$ cat config.mk
export PLATFORM = sky130hd
export DESIGN_NAME = dsp_alu_24bit_flags_unit
export DESIGN_NICKNAME = d
export VERILOG_FILES = /design/src/design/dalu_pkg.sv /design/src/design/dsp_alu_24bit_flags_unit.sv
export SDC_FILE = /design/constraint.sdc
export NUM_CORES = 1
export LEC_CHECK = 0
export ABC_AREA = 1
export BUFFER_PORTS_ARGS = -buffer_cell sky130_fd_sc_hd__buf_2
export CAP_MARGIN = 20
export CORE_MARGIN = 2
export CORE_UTILIZATION = 56
export CTS_BUF_LIST = sky130_fd_sc_hd__clkbuf_8
export CTS_CLUSTER_SIZE = 28
export DETAILED_ROUTE_END_ITERATION = 6
export PLACE_DENSITY = 0.79
export REMOVE_ABC_BUFFERS = 1
export SYNTH_ARGS = -nofsm -noshare
export SYNTH_HDL_FRONTEND = slang
export SYNTH_SLANG_ARGS = --single-unit
$ cat constraint.sdc
create_clock -name clk -period 2.8 [get_ports clk]
set_input_delay 0.56 -clock clk [delete_from_list [all_inputs] [get_ports clk]]
set_output_delay 0.56 -clock clk [all_outputs]
set_load 0.01 [all_outputs]
$ cat src/design/dalu_pkg.sv
`default_nettype none

package dalu_pkg;

    // Operation codes carried in the command field.
    typedef enum logic [3:0] {
        OP_ADDS = 4'd0,
        OP_SUBS = 4'd1,
        OP_ADD  = 4'd2,
        OP_SUB  = 4'd3,
        OP_CMP  = 4'd4,
        OP_AND  = 4'd5,
        OP_OR   = 4'd6,
        OP_XOR  = 4'd7,
        OP_ABS  = 4'd8,
        OP_MOV  = 4'd9,
        OP_SHL2 = 4'd10,
        OP_SHL8 = 4'd11,
        OP_SHLM = 4'd12,
        OP_RSUB = 4'd13,
        OP_ASR1 = 4'd14,
        OP_END  = 4'd15
    } op_t;

    localparam int unsigned DATA_W = 24;
    localparam int unsigned FLAG_W = 5;

    // Flag bit positions.
    localparam int unsigned FLAG_N  = 4;
    localparam int unsigned FLAG_C  = 3;
    localparam int unsigned FLAG_V  = 2;
    localparam int unsigned FLAG_LT = 1;
    localparam int unsigned FLAG_Z  = 0;

    localparam logic [DATA_W-1:0] MAX_POS = 24'h7fffff;
    localparam logic [DATA_W-1:0] MAX_NEG = 24'h800000;

    // Operands after decode: the adder inputs are already chosen.
    typedef struct packed {
        op_t               op;
        logic [DATA_W-1:0] a;
        logic [DATA_W-1:0] b;
        logic [DATA_W-1:0] x;
        logic [DATA_W-1:0] y;
        logic [FLAG_W-1:0] flags;
    } dec_t;

    // Raw result before saturation of the clamping adds.
    typedef struct packed {
        logic              clamp;
        logic              a_sign;
        logic [DATA_W-1:0] value;
        logic [FLAG_W-1:0] flags;
    } raw_t;

    // Final result.
    typedef struct packed {
        logic [DATA_W-1:0] value;
        logic [FLAG_W-1:0] flags;
    } res_t;

endpackage

`default_nettype wire

$ cat src/design/dsp_alu_24bit_flags_unit.sv
// 24-bit DSP ALU with condition flags.
//
// Input channel s_axis_*: one request per operation, carrying the opcode,
// two 24-bit operands and the five incoming flags (N, C, V, LT, Z).
// Output channel m_axis_*: one request per operation, carrying the 24-bit
// result and the updated flags.
//
// Throughput is one operation per cycle while the receiver keeps
// m_axis_tready high. The three register stages are decode with operand
// negation, the 25-bit add with the logic and shift units, and saturation
// into the output register.
//
// Reset clears the valid bits of all stages; no result is pending after it.
// When the receiver holds m_axis_tready low, the output register keeps its
// request and the stages behind it fill up one by one before s_axis_tready
// falls, so nothing is lost or repeated.
`default_nettype none

module dsp_alu_24bit_flags_unit
    import dalu_pkg::*;
(
    input  wire logic        clk,
    input  wire logic        rst_n,
    input  wire logic        s_axis_tvalid,
    output logic             s_axis_tready,
    // command[3:0], operand_a[27:4], operand_b[51:28], flags_in[56:52], zeros above
    input  wire logic [63:0] s_axis_tdata,
    output logic             m_axis_tvalid,
    input  wire logic        m_axis_tready,
    // result_value[23:0], flags_out[28:24], zeros above
    output logic [31:0]      m_axis_tdata
);

    logic adv1;
    logic adv2;
    logic adv3;

    logic v1_reg;
    logic v2_reg;
    logic v3_reg;

    dec_t dec_reg;
    dec_t dec_next;
    raw_t raw_reg;
    raw_t raw_next;
    res_t res_reg;
    res_t res_next;

    // Stage advance: a stage moves on when it is empty or its successor moves.
    assign adv3          = !v3_reg || m_axis_tready;
    assign adv2          = !v2_reg || adv3;
    assign adv1          = !v1_reg || adv2;
    assign s_axis_tready = adv1;

    // Stage 1: unpack the request and choose the adder inputs.
    always_comb
    begin
        logic [DATA_W-1:0] b_in;
        logic [DATA_W-1:0] b_neg;
        b_in           = s_axis_tdata[51:28];
        b_neg          = (~b_in) + 24'd1;
        dec_next.op    = op_t'(s_axis_tdata[3:0]);
        dec_next.a     = s_axis_tdata[27:4];
        dec_next.b     = b_in;
        dec_next.flags = s_axis_tdata[56:52];
        dec_next.x     = s_axis_tdata[27:4];
        dec_next.y     = b_in;
        case (dec_next.op)
            OP_SUBS, OP_SUB, OP_CMP:
            begin
                dec_next.y = b_neg;
            end
            OP_RSUB:
            begin
                dec_next.x = MAX_POS;
                dec_next.y = b_neg;
            end
            default:
            begin
                dec_next.y = b_in;
            end
        endcase
    end

    // Stage 2: adder, logic operations and shifts.
    always_comb
    begin
        logic [DATA_W:0]   sum;
        logic              sum_sign;
        logic              ovf;
        logic [FLAG_W-1:0] sum_flags;
        logic [FLAG_W-1:0] f;
        logic [DATA_W-1:0] r;
        logic              b_sign;
        logic              shl_ovf;

        sum      = {1'b0, dec_reg.x} + {1'b0, dec_reg.y};
        sum_sign = sum[DATA_W-1];
        ovf      = (dec_reg.x[DATA_W-1] == dec_reg.y[DATA_W-1]) &&
                   (dec_reg.x[DATA_W-1] != sum_sign);
        b_sign   = dec_reg.b[DATA_W-1];

        sum_flags          = dec_reg.flags;
        sum_flags[FLAG_C]  = sum[DATA_W];
        sum_flags[FLAG_N]  = sum_sign;
        sum_flags[FLAG_Z]  = (sum[DATA_W-1:0] == '0);
        sum_flags[FLAG_V]  = ovf;
        sum_flags[FLAG_LT] = ovf ? !sum_sign : sum_sign;

        f       = dec_reg.flags;
        r       = '0;
        shl_ovf = 1'b0;

        case (dec_reg.op)
            OP_ADDS, OP_SUBS, OP_ADD, OP_SUB, OP_RSUB:
            begin
                r = sum[DATA_W-1:0];
                f = sum_flags;
            end
            OP_CMP:
            begin
                r = dec_reg.a;
                f = sum_flags;
            end
            OP_AND, OP_OR, OP_XOR:
            begin
                if (dec_reg.op == OP_AND)
                begin
                    r = dec_reg.a & dec_reg.b;
                end
                else if (dec_reg.op == OP_OR)
                begin
                    r = dec_reg.a | dec_reg.b;
                end
                else
                begin
                    r = dec_reg.a ^ dec_reg.b;
                end
                f[FLAG_N] = r[DATA_W-1];
                f[FLAG_Z] = (r == '0);
            end
            OP_ABS:
            begin
                r         = b_sign ? ~dec_reg.b : dec_reg.b;
                f[FLAG_N] = 1'b0;
                f[FLAG_C] = b_sign;
                f[FLAG_Z] = (r == '0);
            end
            OP_MOV:
            begin
                r = dec_reg.b;
            end
            OP_SHL2, OP_SHL8:
            begin
                // The shift fits only when the bits shifted out match the sign.
                if (dec_reg.op == OP_SHL2)
                begin
                    shl_ovf   = (dec_reg.b[23:21] != 3'b000) &&
                                (dec_reg.b[23:21] != 3'b111);
                    r         = {dec_reg.b[21:0], 2'b00};
                    f[FLAG_C] = dec_reg.b[22];
                end
                else
                begin
                    shl_ovf   = (dec_reg.b[23:15] != 9'h000) &&
                                (dec_reg.b[23:15] != 9'h1ff);
                    r         = {dec_reg.b[15:0], 8'h00};
                    f[FLAG_C] = dec_reg.b[16];
                end
                if (shl_ovf)
                begin
                    r = b_sign ? MAX_NEG : MAX_POS;
                end
                f[FLAG_V] = shl_ovf;
                f[FLAG_N] = r[DATA_W-1];
                f[FLAG_Z] = (r == '0);
            end
            OP_SHLM:
            begin
                r         = {1'b0, dec_reg.b[7:0], 15'd0};
                f[FLAG_N] = 1'b0;
                f[FLAG_C] = b_sign;
            end
            OP_ASR1:
            begin
                r         = {b_sign, dec_reg.b[DATA_W-1:1]};
                f[FLAG_N] = b_sign;
                f[FLAG_C] = dec_reg.b[0];
            end
            default:
            begin
                r = '0;
            end
        endcase

        raw_next.clamp  = (dec_reg.op == OP_ADDS) || (dec_reg.op == OP_SUBS);
        raw_next.a_sign = dec_reg.a[DATA_W-1];
        raw_next.value  = r;
        raw_next.flags  = f;
    end

    // Stage 3: saturate the clamping adds on overflow.
    always_comb
    begin
        res_next.value = raw_reg.value;
        res_next.flags = raw_reg.flags;
        if (raw_reg.clamp && raw_reg.flags[FLAG_V])
        begin
            res_next.value         = raw_reg.a_sign ? MAX_NEG : MAX_POS;
            res_next.flags[FLAG_N] = raw_reg.a_sign;
            res_next.flags[FLAG_Z] = 1'b0;
        end
    end

    // Valid bits of the three stages.
    always_ff @(posedge clk or negedge rst_n)
    begin
        if (!rst_n)
        begin
            v1_reg <= 1'b0;
            v2_reg <= 1'b0;
            v3_reg <= 1'b0;
        end
        else
        begin
            if (adv1)
            begin
                v1_reg <= s_axis_tvalid;
            end
            if (adv2)
            begin
                v2_reg <= v1_reg;
            end
            if (adv3)
            begin
                v3_reg <= v2_reg;
            end
        end
    end

    // Payload registers, loaded only when a stage takes a valid request.
    always_ff @(posedge clk)
    begin
        if (adv1 && s_axis_tvalid)
        begin
            dec_reg <= dec_next;
        end
        if (adv2 && v1_reg)
        begin
            raw_reg <= raw_next;
        end
        if (adv3 && v2_reg)
        begin
            res_reg <= res_next;
        end
    end

    assign m_axis_tvalid = v3_reg;
    assign m_axis_tdata  = {3'b000, res_reg.flags, res_reg.value};

endmodule

`default_nettype wire

* Word-level counts from Yosys, hierarchy flattened *
Cells that the tools add are included.

word-level totals
  bits of input ports = 68
  latch bits = 0
  memory bits (writable) = 0
  bits in read-only memories = 0
  memories kept = 0
  register bits after elaboration = 168

cells by class
  add/subtract/negate cells = 2
  shifts and indexed selects = 0
  bitwise gates (word level) = 5
  multiplexer cells = 21
  multipliers = 0
  reductions and logical operators = 28
  $lt $le $gt $ge = 0
  divide/modulo/power cells = 0
  equality and inequality tests = 22

operators by type and width
  cell                                                                   count
  24-bit 2-to-1 mux                                                      10
  24-bit one-hot mux with 8 select lines                                 1
  24-bit zero test                                                       4
  24-bit inverter                                                        2
  4-bit equality test, second input constant                             8
  24-bit by 24-bit adder with 25-bit output                              1
  25-bit 2-to-1 mux                                                      1
  24-bit by 1-bit adder with 24-bit output, second input constant        1
  24-bit bitwise AND                                                     1
  24-bit OR                                                              1
  24-bit XOR                                                             1
  4-bit by 3-bit equality test with 1-bit output, second input constant  5
  4-bit by 2-bit equality test with 1-bit output, second input constant  3
  9-bit inequality test, second input constant                           1
  9-bit nonzero test                                                     1
  4-bit by 1-bit equality test with 1-bit output, second input constant  2
  1-bit one-hot mux with 4 select lines                                  2
  1-bit logical AND                                                      7
  6-bit OR reduction                                                     1
  1-bit 2-to-1 mux                                                       5
  1-bit one-hot mux with 5 select lines                                  1
  5-bit OR reduction                                                     1
  1-bit zero test                                                        4
  4-bit zero test                                                        1
  9 further kinds                                                        13

* Depth between registers and ports, before layout *
  word-level depth = 8
  depth in mapped cells = 17

* Worst setup path before layout *
OpenSTA, ideal clock, no wires.

  path kind = input to register
  start = input port m_axis_tready
  end = register dec_reg[0] in the netlist's numbering (enable)
  data required time = 2.342 ns
  buffers on the path = 0
  data arrival time = 2.941 ns
  cell stages on the path = 6
  slack = -0.599 ns
  cells stage by stage = inv_1 > nand2_1 > nor2_1 > nand2_1 > nand2_1 > inv_1

on the way
  cells in the longest elaborated chain, start to end = 4

ends and longest elaborated chain
  element               line                             RTL
  from (decl)           dsp_alu_24bit_flags_unit.sv:29   input wire logic m_axis_tready,
  1-bit logical OR      dsp_alu_24bit_flags_unit.sv:50   assign adv3 = !v3_reg || m_axis_tready;
  1-bit logical OR      dsp_alu_24bit_flags_unit.sv:51   assign adv2 = !v2_reg || adv3;
  1-bit logical OR      dsp_alu_24bit_flags_unit.sv:52   assign adv1 = !v1_reg || adv2;
  net s_axis_tready     dsp_alu_24bit_flags_unit.sv:25   output logic s_axis_tready,
  1-bit logical AND     dsp_alu_24bit_flags_unit.sv:244  if (adv1 && s_axis_tvalid)
  to (signal assigned)  dsp_alu_24bit_flags_unit.sv:246  dec_reg <= dec_next;
  to (decl)             dsp_alu_24bit_flags_unit.sv:42   dec_t dec_reg;

The timed path passes the listed nets, and every way through them passes these cells.
A chain may end at the register's enable or synchronous reset.

==> metrics.md <==
| Metric | Value |
|---|---|
| Setup TNS | `0 ns` |
| Vias per inst | `roughly 5.6` |
| Worst-path clk slew | `~0.10 ns` |
| Worst skew pair latency | `between 0.4 and 0.5 ns` |
| VDD IR max | `between 600 and 700 uV` |
| Clock share of power | `approximately a quarter` |
| Register area share after synthesis | `approximately 44%` |
| Min Tclk post-route | `2.62 ns` |
| CP max FO | `6` |
| Post-synth EDFFs | `around 160` |
| FMAX | `about 380 MHz` |
| Slew headroom | `58.4%` |
| Place WS | `0.193 ns` |
| Int Pwr | `~4.9 mW` |
| Total gr overflow | `0` |
| Mapped Cells | `1360` |
| Average wire per cell in the routed design | `19.1 um` |
| Port bufs | `91` |
| Met2 Usage GRT | `between 50% and 60%` |
| Final Hold Fails | `0` |
| DRC | `0` |
| Vias in the first global route | `~9600` |
| Final setup violation count | `0` |
| Fin crit share | `between 90% and 100%` |
| Max FFs per register | `around 100` |
| Area growth syn-to-layout | `12.0%` |
| Type of origin of the critical path | `flip-flop` |
| Grt met3 use | `5.27%` |
| CTS H-tree lvls | `4` |
| Gpl congestion | `~1.1` |
| Sequential Power Share | `a little under half` |
| WP data arrival | `2.93 ns` |
| Routed wire length | `approximately 33000 um` |
| Synth Cell Area | `about 11000 um^2` |
| Pin count of the biggest net entering global routing | `44` |
| First-pass GRT wire length | `roughly 52000 um` |
| First DRT Iteration DRCs | `about 850` |
| Hold Path Class | `in -> reg` |
| Worst setup path startpoint | `dec_reg[8]` |
| Antenna violations before repair | `0` |
| Post-CTS setup buffers | `0` |
| Worst setup margin | `between 0.15 and 0.2 ns` |
| CTS tree | `yes` |
| Total track usage | `between 30% and 40%` |
| CP endpoint kind | `flip-flop` |
| Max Clock Skew | `0.0201 ns` |
| Combinational power share | `a little under a third` |
| Busiest grt layer | `met2` |
| Routed vias | `9869` |
| Switching Fraction | `between 30 and 40%` |
| Synth async-reset ratio | `1.80%` |
| Core Region | `approximately 20000 um^2` |
| Hpwl dp | `26700 um` |
| Switch Pwr | `around 2.7 mW` |
| RR Startpoint | `dec_reg[8]` |
| First-pass detailed-route iteration total | `7` |
| Number of routed nets with antenna violations | `0` |
| Slew Limit Fails | `0` |
| Worst Max-Slew Pin Slew | `around 0.62 ns` |
| Die height | `between 100 and 150 um` |
| Die width | `146 um` |
| WP data required | `3.11 ns` |
| CTS buffer count | `17` |
| Initial Utilization | `57.6%` |
| Die ar. | `between 20000 and 25000 um^2` |
| Placement Rows | `~50` |
| Clock sink count | `around 170` |
| Max-cap violations | `0` |
| Pwr per Cell Area | `599 nW/um^2` |
| Library cells used by synthesis | `52` |
| Boundary Pins | `just over 100` |
| HP Start | `s_axis_tdata[53]` |
| Ant. Diodes | `0` |
| Avg Inst Size Synth | `8.30 um^2` |
| Nets | `between 1500 and 2000` |
| Synth warn | `0` |
| P_leak | `around 6 nW` |
| Fraction of layout cells with a size suffix above 1 | `15.9%` |
| Global routing usage on met1 | `between 40% and 50%` |
| FF+latch count, synth | `167` |
| Synth Flop Type | `edfxtp_1` |
| WS Path Type | `reg -> reg` |
| Clock tree buffer depth | `2` |
| Root Driver | `clkbuf_8` |
| Outcome | `completed` |
[layer usage]
| layer | share of wire [%] | wire (um) |
|---|---|---|
| met1 | 40 | 13500 |
| met2 | 47 | 15800 |
| met3 | 7.9 | 2650 |
| met4 | 4.8 | 1600 |
| met5 | 0 | 0 |
[final timing paths]
check	endpoint	slack (ns)	cells past startpoint
worst min register to register	m_axis_tdata[27]	0.44	0
min in group asynchronous	m_axis_tvalid	0.41	2
worst max register to register	raw_reg[0]	0.18	15
max in group asynchronous	v2_reg	2.27	2
worst min-delay path	dec_reg[1]	0.27	1
worst max-delay path	raw_reg[0]	0.18	15
[cells in the final DEF, fill, tap and decap left out, types with 5 or more instances in the layout]
cell type  count
a21oi_1       28
nand2_2        7
nor3_1        14
xor2_1         9
buf_2         91
inv_1        162
nand4_1       19
clkbuf_8      17
a211oi_1       9
or2_2         27
nand2_1      404
ha_1          72
o21ai_0       27
edfxtp_1     164
nand3b_1       5
o21ai_1       29
nand3_1       71
nand3_2        7
o22ai_1       30
xnor2_1       37
nor2_1       111
inv_2          8
o2111ai_1     17
inv_6          7
buf_4         44
o211ai_1       9
[power groups by stage]
stage	clock [mW]	sequential, mW	combinational [mW]
global placement	0	3.51	2.24
finish	1.77	3.47	2.34
detailed placement	0	3.52	2.29
global route	1.89	3.50	2.60
CTS	1.80	3.46	2.30
floorplan	0	3.55	1.42
[what timing repair did]
item,4_1_cts,5_1_grt
endpoints found under the hold margin,3,0
endpoints found under the setup margin,0,2
hold buffers,1,0
resized for setup,0,4
[worst max-delay path, stage by stage, from the launching register on]
cell and delay [ns]:
edfxtp_1 0.39, ha_1 0.39, nand2_1 0.12, nor2_1 0.24, nand2_1 0.11, nand3_1 0.17, nand2_1 0.08, nand2_1 0.16
nand3_1 0.09, nor2_1 0.12, nand2_1 0.07, nor2_1 0.13, nand3_1 0.10, nor2_2 0.16, nor2_1 0.08, nor2_1 0.08
[cells in the mapped netlist, drive strengths merged, types with 3 or more instances]
master | count | area share [%]
a21oi | 30 | 1.3
nand2 | 413 | 14
xor2 | 9 | 0.70
nand3b | 5 | 0.33
o211ai | 9 | 0.60
clkbuf | 15 | 0.50
and2 | 3 | 0.17
xnor2 | 37 | 2.9
or2 | 30 | 1.7
a31oi | 3 | 0.17
o22ai | 30 | 1.7
nor4 | 3 | 0.17
edfxtp | 164 | 44
nor3 | 16 | 0.80
buf | 27 | 1.8
a211oi | 9 | 0.60
inv | 173 | 5.8
o2111ai | 17 | 1.3
ha | 73 | 8.1
nand3 | 78 | 3.8
a221oi | 4 | 0.31
dfrtp | 3 | 0.67
nor2 | 117 | 4.2
o21ai | 58 | 2.7
nand4 | 19 | 1.1
[metrics by stage]
stage / total power, mW / area (um^2) / utilization (%) / cells / hold WS, ns
after floorplan: 4.97 / 11000 / - / 1320 / 0.264
after global placement: 5.74 / 12200 / 62.4 / 1723 / 0.359
after detailed placement: 5.81 / 12200 / 62.4 / 1723 / 0.358
after CTS: 7.56 / 12600 / 64.5 / 1755 / 0.249
after global routing: 7.99 / 12600 / 64.5 / 1755 / 0.250
final: 7.57 / 12600 / 64.5 / 1755 / 0.272
[cell families after synthesis]
logic type	synth area share [%]
xor gates and xnor gates	3.57
adders and majority gates	8.27
and+or+nand+nor	26.2
AOI/OAI and AO/OA	9.48
other	0.0332
buffers and inverters	8.16
DFF	44.3
[final cells by class]
cell class              count  area, um^2
clock buffers              17         234
clock inverters            14         163
fillers                  1698        6950
inverters                 175         667
multi-input cells         978        5390
flip-flops and latches    167        5000
well taps                 265         332
repair buffers            139         856
No activity file was read; power rests on OpenSTA's default activity.
